==> src/hw/rtl/assert_macros.svh <==
// Assertion helpers used by the RTL.
`ifndef ASSERT_MACROS_SVH
`define ASSERT_MACROS_SVH

// Condition must hold at every clock edge outside reset.
`define ASSERT_ALWAYS(label, clk, rst_n, cond) \
	label: assert property (@(posedge clk) disable iff (!rst_n) (cond)) \
		else $error("assertion failed: always");

// Antecedent implies consequent in the same cycle.
`define ASSERT_IMPLIES(label, clk, rst_n, ante, cons) \
	label: assert property (@(posedge clk) disable iff (!rst_n) (ante) |-> (cons)) \
		else $error("assertion failed: implies");

// Antecedent implies consequent in the next cycle.
`define ASSERT_NEXT(label, clk, rst_n, ante, cons) \
	label: assert property (@(posedge clk) disable iff (!rst_n) (ante) |=> (cons)) \
		else $error("assertion failed: next");

`endif

==> src/hw/rtl/dske_pkg.sv <==
`timescale 1ns / 1ps

package dske_pkg;

	localparam int unsigned YearW  = 12;
	localparam int unsigned MonthW = 4;
	localparam int unsigned DayW   = 5;

	localparam logic [YearW-1:0] YearMinReset = 12'd2000;
	localparam logic [YearW-1:0] YearMaxReset = 12'd2100;

	// 25 * Inv25 == 1 mod 4096; y is a multiple of 25 iff y * Inv25 mod 4096 <= 4095 / 25
	localparam logic [YearW-1:0] Inv25    = 12'd3113;
	localparam logic [YearW-1:0] Div25Max = 12'd163;

	localparam logic [MonthW-1:0] MonthFeb = 4'd2;
	localparam logic [MonthW-1:0] MonthApr = 4'd4;
	localparam logic [MonthW-1:0] MonthJun = 4'd6;
	localparam logic [MonthW-1:0] MonthSep = 4'd9;
	localparam logic [MonthW-1:0] MonthNov = 4'd11;
	localparam logic [MonthW-1:0] MonthDec = 4'd12;
	localparam logic [MonthW-1:0] MonthJan = 4'd1;

	localparam logic [DayW-1:0] DaysFebLeap = 5'd29;
	localparam logic [DayW-1:0] DaysFeb     = 5'd28;
	localparam logic [DayW-1:0] DaysShort   = 5'd30;
	localparam logic [DayW-1:0] DaysLong    = 5'd31;

	typedef enum logic [2:0] {
		OP_LOAD  = 3'd0,
		OP_UP    = 3'd1,
		OP_DOWN  = 3'd2,
		OP_LEFT  = 3'd3,
		OP_RIGHT = 3'd4,
		OP_OK    = 3'd5,
		OP_BACK  = 3'd6,
		OP_NOP   = 3'd7
	} dske_op_t;

	typedef enum logic [1:0] {
		FOCUS_YEAR  = 2'd0,
		FOCUS_MONTH = 2'd1,
		FOCUS_DAY   = 2'd2
	} dske_focus_t;

	localparam logic [1:0] FocusInvalid = 2'd3;

	typedef struct packed {
		logic [YearW-1:0]  year;
		logic [MonthW-1:0] month;
		logic [DayW-1:0]   day;
		dske_focus_t       focus;
	} dske_state_t;

	typedef struct packed {
		logic commit;
		logic leave;
	} dske_flags_t;

	// Gregorian rule: divisible by 4, and not by 100 unless by 400
	function automatic logic is_leap(input logic [YearW-1:0] y);
		logic [YearW-1:0] prod;
		logic div25;
		prod  = YearW'(y * Inv25);
		div25 = (prod <= Div25Max);
		return (y[1:0] == 2'd0) && (!div25 || (y[3:0] == 4'd0));
	endfunction

	function automatic logic [DayW-1:0] month_len(input logic [MonthW-1:0] m, input logic leap);
		logic [DayW-1:0] len;
		if (m == MonthFeb) begin
			len = leap ? DaysFebLeap : DaysFeb;
		end else if (m == MonthApr || m == MonthJun || m == MonthSep || m == MonthNov) begin
			len = DaysShort;
		end else begin
			len = DaysLong;
		end
		return len;
	endfunction

endpackage

==> src/hw/rtl/dske_step.sv <==
`timescale 1ns / 1ps

module dske_step (
	input  dske_pkg::dske_state_t        cur,
	input  dske_pkg::dske_op_t           op,
	input  logic [dske_pkg::YearW-1:0]   load_year,
	input  logic [dske_pkg::MonthW-1:0]  load_month,
	input  logic [dske_pkg::DayW-1:0]    load_day,
	input  logic [dske_pkg::YearW-1:0]   year_min,
	input  logic [dske_pkg::YearW-1:0]   year_max,
	output dske_pkg::dske_state_t        nxt,
	output dske_pkg::dske_flags_t        flags
);
	import dske_pkg::*;

	logic              up;
	logic [YearW-1:0]  year_step;
	logic [MonthW-1:0] month_step;
	logic [DayW-1:0]   day_step;
	logic [DayW-1:0]   len_cur;
	logic [DayW-1:0]   len_yr;
	logic [DayW-1:0]   len_mo;
	logic              leap_cur;
	logic              leap_yr;

	assign up = (op == OP_UP);

	always_comb begin
		if (up) begin
			year_step = (cur.year >= year_max) ? year_min : YearW'(cur.year + 12'd1);
		end else begin
			year_step = (cur.year > year_min) ? YearW'(cur.year - 12'd1) : year_max;
		end
	end

	always_comb begin
		if (up) begin
			month_step = (cur.month >= MonthDec) ? MonthJan : MonthW'(cur.month + 4'd1);
		end else if (cur.month <= MonthJan || cur.month > MonthDec) begin
			month_step = MonthDec;
		end else begin
			month_step = MonthW'(cur.month - 4'd1);
		end
	end

	assign leap_cur = is_leap(cur.year);
	assign leap_yr  = is_leap(year_step);
	assign len_cur  = month_len(cur.month, leap_cur);
	assign len_yr   = month_len(cur.month, leap_yr);
	assign len_mo   = month_len(month_step, leap_cur);

	always_comb begin
		if (up) begin
			day_step = (cur.day >= len_cur) ? 5'd1 : DayW'(cur.day + 5'd1);
		end else if (cur.day <= 5'd1 || cur.day > len_cur) begin
			day_step = len_cur;
		end else begin
			day_step = DayW'(cur.day - 5'd1);
		end
	end

	always_comb begin
		nxt   = cur;
		flags = '0;
		unique case (op)
			OP_LOAD: begin
				nxt.year  = load_year;
				nxt.month = load_month;
				nxt.day   = load_day;
			end
			OP_UP, OP_DOWN: begin
				unique case (cur.focus)
					FOCUS_YEAR: begin
						nxt.year = year_step;
						nxt.day  = (cur.day > len_yr) ? len_yr : cur.day;
					end
					FOCUS_MONTH: begin
						nxt.month = month_step;
						nxt.day   = (cur.day > len_mo) ? len_mo : cur.day;
					end
					FOCUS_DAY: begin
						nxt.day = day_step;
					end
					default: begin
					end
				endcase
			end
			OP_LEFT: begin
				if (cur.focus == FOCUS_MONTH) nxt.focus = FOCUS_YEAR;
				else if (cur.focus == FOCUS_DAY) nxt.focus = FOCUS_MONTH;
			end
			OP_RIGHT: begin
				if (cur.focus == FOCUS_YEAR) nxt.focus = FOCUS_MONTH;
				else if (cur.focus == FOCUS_MONTH) nxt.focus = FOCUS_DAY;
			end
			OP_OK: begin
				flags.commit = 1'b1;
				flags.leave  = 1'b1;
			end
			OP_BACK: begin
				flags.leave = 1'b1;
			end
			OP_NOP: begin
			end
			default: begin
			end
		endcase
	end

endmodule

==> src/hw/rtl/date_setting_key_editor.sv <==
// Date editor driven by key requests.
// Input channel (in_valid/in_ready): operation plus the clock date used by load.
// Output channel (out_valid/out_ready): one result per request, carrying the
// date and focus held after it, with commit and leave flags.
// Config channel (cfg_valid/cfg_ready, always ready): cfg_index 0 writes
// year_min, 1 writes year_max; write only while no request is in flight.
// A result appears in the cycle after its request is taken. Throughput: one
// request per cycle while not stalled; the editor state is updated in the
// same cycle as the request and the result is held in an output register.
// Stall: while the output holds an untaken result, in_ready follows out_ready,
// so a request is taken in the same cycle the held result leaves.
// Reset: date and focus clear to zero (year focused), year_min to 2000,
// year_max to 2100, output empty.
`timescale 1ns / 1ps
`include "assert_macros.svh"

module date_setting_key_editor (
	input  logic        clk,
	input  logic        arst_n,
	input  logic        cfg_valid,
	output logic        cfg_ready,
	input  logic        cfg_index,
	input  logic [11:0] cfg_data,
	input  logic        in_valid,
	output logic        in_ready,
	input  logic [2:0]  operation,
	input  logic [dske_pkg::YearW-1:0]  load_year,
	input  logic [dske_pkg::MonthW-1:0] load_month,
	input  logic [dske_pkg::DayW-1:0]   load_day,
	output logic        out_valid,
	input  logic        out_ready,
	output logic [dske_pkg::YearW-1:0]  shown_year,
	output logic [dske_pkg::MonthW-1:0] shown_month,
	output logic [dske_pkg::DayW-1:0]   shown_day,
	output logic [1:0]  focus_field,
	output logic        commit,
	output logic        leave
);
	import dske_pkg::*;

	localparam logic CfgYearMin = 1'b0;
	localparam logic CfgYearMax = 1'b1;

	logic [YearW-1:0] year_min_q;
	logic [YearW-1:0] year_max_q;
	dske_state_t      state_q;
	dske_state_t      state_nxt;
	dske_flags_t      flags_nxt;
	dske_state_t      res_q;
	dske_flags_t      res_flags_q;
	logic             out_valid_q;
	logic             accept;

	assign cfg_ready = 1'b1;
	assign in_ready  = !out_valid_q || out_ready;
	assign accept    = in_valid && in_ready;

	dske_step u_step (
		.cur        (state_q),
		.op         (dske_op_t'(operation)),
		.load_year  (load_year),
		.load_month (load_month),
		.load_day   (load_day),
		.year_min   (year_min_q),
		.year_max   (year_max_q),
		.nxt        (state_nxt),
		.flags      (flags_nxt)
	);

	always_ff @(posedge clk or negedge arst_n) begin
		if (!arst_n) begin
			year_min_q <= YearMinReset;
			year_max_q <= YearMaxReset;
		end else if (cfg_valid) begin
			unique case (cfg_index)
				CfgYearMin: year_min_q <= cfg_data;
				CfgYearMax: year_max_q <= cfg_data;
				default: begin
				end
			endcase
		end
	end

	always_ff @(posedge clk or negedge arst_n) begin
		if (!arst_n) begin
			state_q     <= '0;
			out_valid_q <= 1'b0;
		end else begin
			if (accept) state_q <= state_nxt;
			if (accept) out_valid_q <= 1'b1;
			else if (out_ready) out_valid_q <= 1'b0;
		end
	end

	always_ff @(posedge clk) begin
		if (accept) begin
			res_q       <= state_nxt;
			res_flags_q <= flags_nxt;
		end
	end

	assign out_valid   = out_valid_q;
	assign shown_year  = res_q.year;
	assign shown_month = res_q.month;
	assign shown_day   = res_q.day;
	assign focus_field = res_q.focus;
	assign commit      = res_flags_q.commit;
	assign leave       = res_flags_q.leave;

	`ASSERT_ALWAYS(a_focus_legal, clk, arst_n, state_q.focus != FocusInvalid)
	`ASSERT_NEXT(a_accept_gives_result, clk, arst_n, accept, out_valid)
	`ASSERT_IMPLIES(a_commit_leaves, clk, arst_n, out_valid && commit, leave)
	`ASSERT_NEXT(a_day_step_nonzero, clk, arst_n,
		accept && state_q.focus == FOCUS_DAY &&
		(operation == OP_UP || operation == OP_DOWN), shown_day != 5'd0)

endmodule
==> config.mk <==
export PLATFORM = sky130hd
export DESIGN_NAME = date_setting_key_editor
export DESIGN_NICKNAME = d
export VERILOG_FILES = /design/src/hw/rtl/dske_pkg.sv /design/src/hw/rtl/dske_step.sv /design/src/hw/rtl/date_setting_key_editor.sv
export VERILOG_INCLUDE_DIRS = /design/src /design/src/hw/rtl
export SDC_FILE = /design/constraint.sdc
export NUM_CORES = 1
export LEC_CHECK = 0
export BUFFER_PORTS_ARGS = -buffer_cell sky130_fd_sc_hd__buf_2
export CORE_MARGIN = 2
export CORE_UTILIZATION = 60
export DETAILED_ROUTE_END_ITERATION = 16
export GPL_ROUTABILITY_DRIVEN = 0
export PLACE_DENSITY = 0.81
export SLEW_MARGIN = 15
export SYNTH_ARGS = -nofsm -noshare
export SYNTH_HDL_FRONTEND = slang
export SYNTH_SLANG_ARGS = --single-unit
==> constraint.sdc <==
create_clock -name clk -period 9.4 [get_ports clk]
set_clock_uncertainty 0.15 [all_clocks]
set_input_delay 0.47 -clock clk [delete_from_list [all_inputs] [get_ports clk]]
set_output_delay 0.47 -clock clk [all_outputs]
set_load 0.01 [all_outputs]
## Yosys cells after proc, flatten, opt, wreduce, memory -nomap -nowiden

Cells that the tools add are included.

- Bits in registers: 73
- Output and inout bits: 28
- Word-level logic and storage cells: 111

- $add $sub $neg: 6
- $mul: 2
- Order comparisons: 12
- Equal/unequal tests: 18
- Mux-type cells: 31
- Bitwise logic cells: 1
- Reductions and logical operators: 28

Operators by type and width:

| kind | count |
|---|---|
| 2-to-1 mux 12 bit | 4 |
| case mux 21 bit (2 select lines) | 1 |
| 2-to-1 mux 5 bit | 8 |
| less-or-equal comparator 12 x 8 -> 1 bit, second input constant | 2 |
| multiplier 12 x 11 -> 12 bit, second input constant | 2 |
| equality test 4 x 3 -> 1 bit, second input constant | 4 |
| equality test 4 bit, second input constant | 4 |
| 2-to-1 mux 4 bit | 4 |
| greater-than comparator 5 bit | 3 |
| case mux 5 bit (3 select lines) | 1 |
| adder 12 x 1 -> 12 bit, second input constant | 1 |
| greater-or-equal comparator 12 bit | 1 |
| greater-than comparator 12 bit | 1 |
| subtractor 12 x 1 -> 12 bit, second input constant | 1 |
| logical OR 1 bit | 11 |
| equality test 3 bit, second input constant | 3 |
| equality test 4 x 2 -> 1 bit, second input constant | 2 |
| logical NOT 4 bit | 2 |
| 2-to-1 mux 1 bit | 8 |
| 2-to-1 mux 2 bit | 4 |
| equality test 3 x 2 -> 1 bit, second input constant | 2 |
| logical NOT 2 bit | 3 |
| adder 5 x 1 -> 5 bit, second input constant | 1 |
| greater-or-equal comparator 5 bit | 1 |
| other kinds (18) | 24 |

## Depth between registers and ports, before layout

- Depth in word-level cells: 14
- Mapped depth: 40
- Mapped depth without buffers: 37

## Modules after synthesis

Synthesis repeated with hierarchy kept, for this count alone.

- Cells, all modules: 756
- Area total of the unflattened synthesis: 6,986.7 um^2

By module, submodules not included:

| module | instances | cells an instance | area each (um^2) | seq. area each (um^2) |
|---|---|---|---|---|
| dske_step | 1 | 624 | 4,310.4 | 0.0 |
| date_setting_key_editor | 1 | 132 | 2,676.3 | 1,964.4 |

## Worst setup path before layout

No wires, ideal clock.

- Path type: flip-flop to flip-flop
- From: register state_q[11] in the netlist's numbering
- To: register state_q[4] in the netlist's numbering
- Library setup time: 66 ps
- Arrival: 6,950 ps
- Required time: 9,184 ps
- Path slack: 2,235 ps
- Cell stages (with the launch flop): 38
- Period minus slack after synthesis: 7,165 ps
- Cells stage by stage: dfrtp_1 > clkbuf_1 > inv_1 > ha_1 > and4b_1 > a211oi_1 > o21a_1 > and2_1 > buf_6 > or2_1 > buf_2 > buf_6 > nor3b_1 > a211oi_2 > ha_1 > inv_1 > fa_1 > inv_1 > (+2 left out) > a21o_1 > a21oi_1 > nor2b_1 > o21a_1 > nor2_1 > xnor2_1 > or3_1 > a211oi_1 > a31oi_1 > ha_1 > a211o_1 > o22ai_1 > a31oi_1 > o22a_1 > a2111oi_0 > a21oi_1 > nand2_1 > mux2_2

RTL lines:

| what | line | text |
|---|---|---|
| start: declaration | date_setting_key_editor.sv:46 | `dske_state_t state_q;` |
| start signal: assignment | date_setting_key_editor.sv:89 | `if (accept) state_q <= state_nxt;` |

==> results.ini <==
[clock_network]
insertion_delay_ns=0.34
clk_pin_slew_ns=0.06
clock_path_buffers=2
cts_buffers=9
cts_setup_buffers=0
cts.sinks=73
cts_root_buf=clkbuf_16
postCtsHoldBufs=0
post_cts_resized=0
htreeDepth=3
cts_tree=built

[timing]
fin_tns_setup_ns=0
fin_crit_sh=0.863
max_freq_mhz=123
slew_headroom=0.313
max_slew.worst_pin.slew_ns=1.03
setup_violations=0
maxSlewViolCount=0
hold_viol=0
rsz0062_at_grt=no
period_minus_slack_ns=8.11

[routing]
wire_per_inst_um=18.3
drt_iter0_drc=624
ant_nets=0
drt-total-wl_um=17800
avgViaCountPerCell=6.28
vias=6088
post-route-drc-count=0
firstDrtPassIters=7

[grt]
grt_start_max_net_pins=53
gr-usage-all-layers=0.291
grt_pass1_wl_um=28900
overflow=0
grt_pass1_vias=6185
antenna_found_initial=0

[cells_and_area]
diodes=0
postLayoutCoreUtil=0.668
syn_to_final_growth_pct=9.57
final_layout_size_suffix_gt1_frac=0.180
nets=965

[worst_setup_path]
slowest_stage=dfrtp_1
startpoint_type=register
cp_data_required_time_ns=9.53
cpMostUsedCell=ha_1
arrival_ns=8.24
path_max_fanout=16
rrSetupSlack_ns=1.29
path_class=reg2reg
slowest_delay_ns=0.69
r2r-start=state_q[14]
worst_r2r_path_depth=32
end_kind=register
timing.rr.end=state_q[4]

[synthesis]
synth_edf_count=25
yosysSeqAreaShare=0.285
synth_seq_cells=73
yosys_warnings=0
async_reset_ff_frac=0.658
synthCells=785
syn_area_per_cell_um2=8.79
netlist_area_um2=6900
ys.flop_type=dfrtp_1
synth.distinct_cells=67
synth_nets=928

[floorplan]
die_w_um=111
die_y_um=111
die-area_um2=12400
rows=39
ios=70
core-area_um2=11300
initial_core_util=0.610

[placed_design]
dp_hpwl_um=13300
io_buffer_count=68

[run_status]
outcome=finished, final reports clean

[run]
drv_cap=0

[worst_hold_path]
hp-class=in2async

## synthesized netlist by cell type, drive strengths merged, types with 6 or more instances
library cell  number  area (um2)
o22ai             13        87.6
dfstp             10         263
fa                12         240
a211oi            11        97.6
xnor2             37         324
nor3              15        95.1
a31oi              9        56.3
nor2              49         184
edfxtp            25         751
nand2b             7        43.8
nand2             63         236
buf               10        70.1
nor2b              6        37.5
nand3             13        65.1
xor2              11        96.3
a21o               9        67.6
clkbuf            36         135
dfrtp             38         951
a21oi             57         289
o21ai             54         274
inv               90         338
o22a              14         123
ha                89        1110
mux2              33         372
## cell type report
class / instances / area (um2)
repair buffers: 72 / 373
well taps: 143 / 179
clock buffers: 11 / 253
fillers: 914 / 3760
multi-input cells: 575 / 4400
flip-flops and latches: 73 / 1960
inverters: 91 / 342
clock inverters: 5 / 53.8
## registers in the layout, indices dropped and copies added (netlist names), 2 cells and up
signal / cells
state_q: 23
year_min_q: 12
shown_year: 12
focus_field: 2
year_max_q: 12
shown_day: 5
shown_month: 4
## worst max-delay path by stage
| stage | from | slack [ns] | end | cells after the start |
|---|---|---|---|---|
| floorplan | state_q[11] | 2.23 | state_q[4] | 37 |
| global placement | state_q[13] | 1.83 | state_q[4] | 32 |
| detailed placement | state_q[14] | 1.52 | state_q[4] | 32 |
| CTS | state_q[14] | 1.47 | state_q[4] | 32 |
| global route | state_q[13] | 0.73 | state_q[4] | 34 |
| finish | state_q[14] | 1.29 | state_q[4] | 32 |
## routing by layer
layer | wire (um) | GRT usage | vias up
met5 | 0 | 0 | -
met4 | 794 | 0.136 | 0
met3 | 1110 | 0.0525 | 72
met2 | 8870 | 0.525 | 288
met1 | 7010 | 0.332 | 2897
li1 | - | - | 2831
## per-stage QoR
stage                     cell area (um2)  hold slack [ns]  worst slack (ns)  cells
final                                7560          0.00972              1.29    970
after global routing                 7560           0.0537             0.730    970
after floorplan                      6900           0.0244              2.23    785
after global placement               7250            0.349              1.83    954
after CTS                            7560            0.171              1.47    970
after detailed placement             7250            0.360              1.52    954
## worst max-delay path: cells and delay by family, from the launching register on
kind / cells / cell delay [ns]
flip-flops: 1 / 0.69
buffers and inverters: 2 / 0.10
adder cells (fa/ha/maj): 6 / 1.98
AO/OA/AOI/OAI: 16 / 3.19
AND/OR/NAND/NOR: 7 / 1.78
multiplexers: 1 / 0.14
## placed cells by master, fill, tap and decap left out, types with 4 or more instances in the layout
master and count:
xnor2_1 37, o22a_1 14, a211o_1 4, inv_1 89
o22ai_1 12, nand2b_1 7, a2111oi_0 4, nand2_1 63
a21o_1 9, nor2b_1 6, xor2_1 11, dfstp_2 10
fa_1 12, ha_1 89, a211oi_1 8, dfrtp_1 38
and3_1 5, clkbuf_16 9, o21ai_1 8, edfxtp_1 25
nand4_1 5, buf_2 67, nand3_1 13, mux2_2 33
nor3_2 4, a31oi_1 9, o211ai_1 5, buf_4 5
o21ai_0 45, a21oi_1 56, nor3_1 11, o31ai_1 5
nor2_1 49, mux2i_1 4
## cell families after synthesis
logic type,count (synthesis),synth area share
and+or+nand+nor,188,0.134
other,1,0.000543
muxes,37,0.0596
adders and majority gates,101,0.196
AOI/OAI and AO/OA,200,0.185
xor gates and xnor gates,48,0.0609
buffers and inverters,137,0.0792
DFF,73,0.285
Power is left out: the tool's default activity adds up to more than one toggle a clock period on the data nets, which glitch-free logic cannot reach.
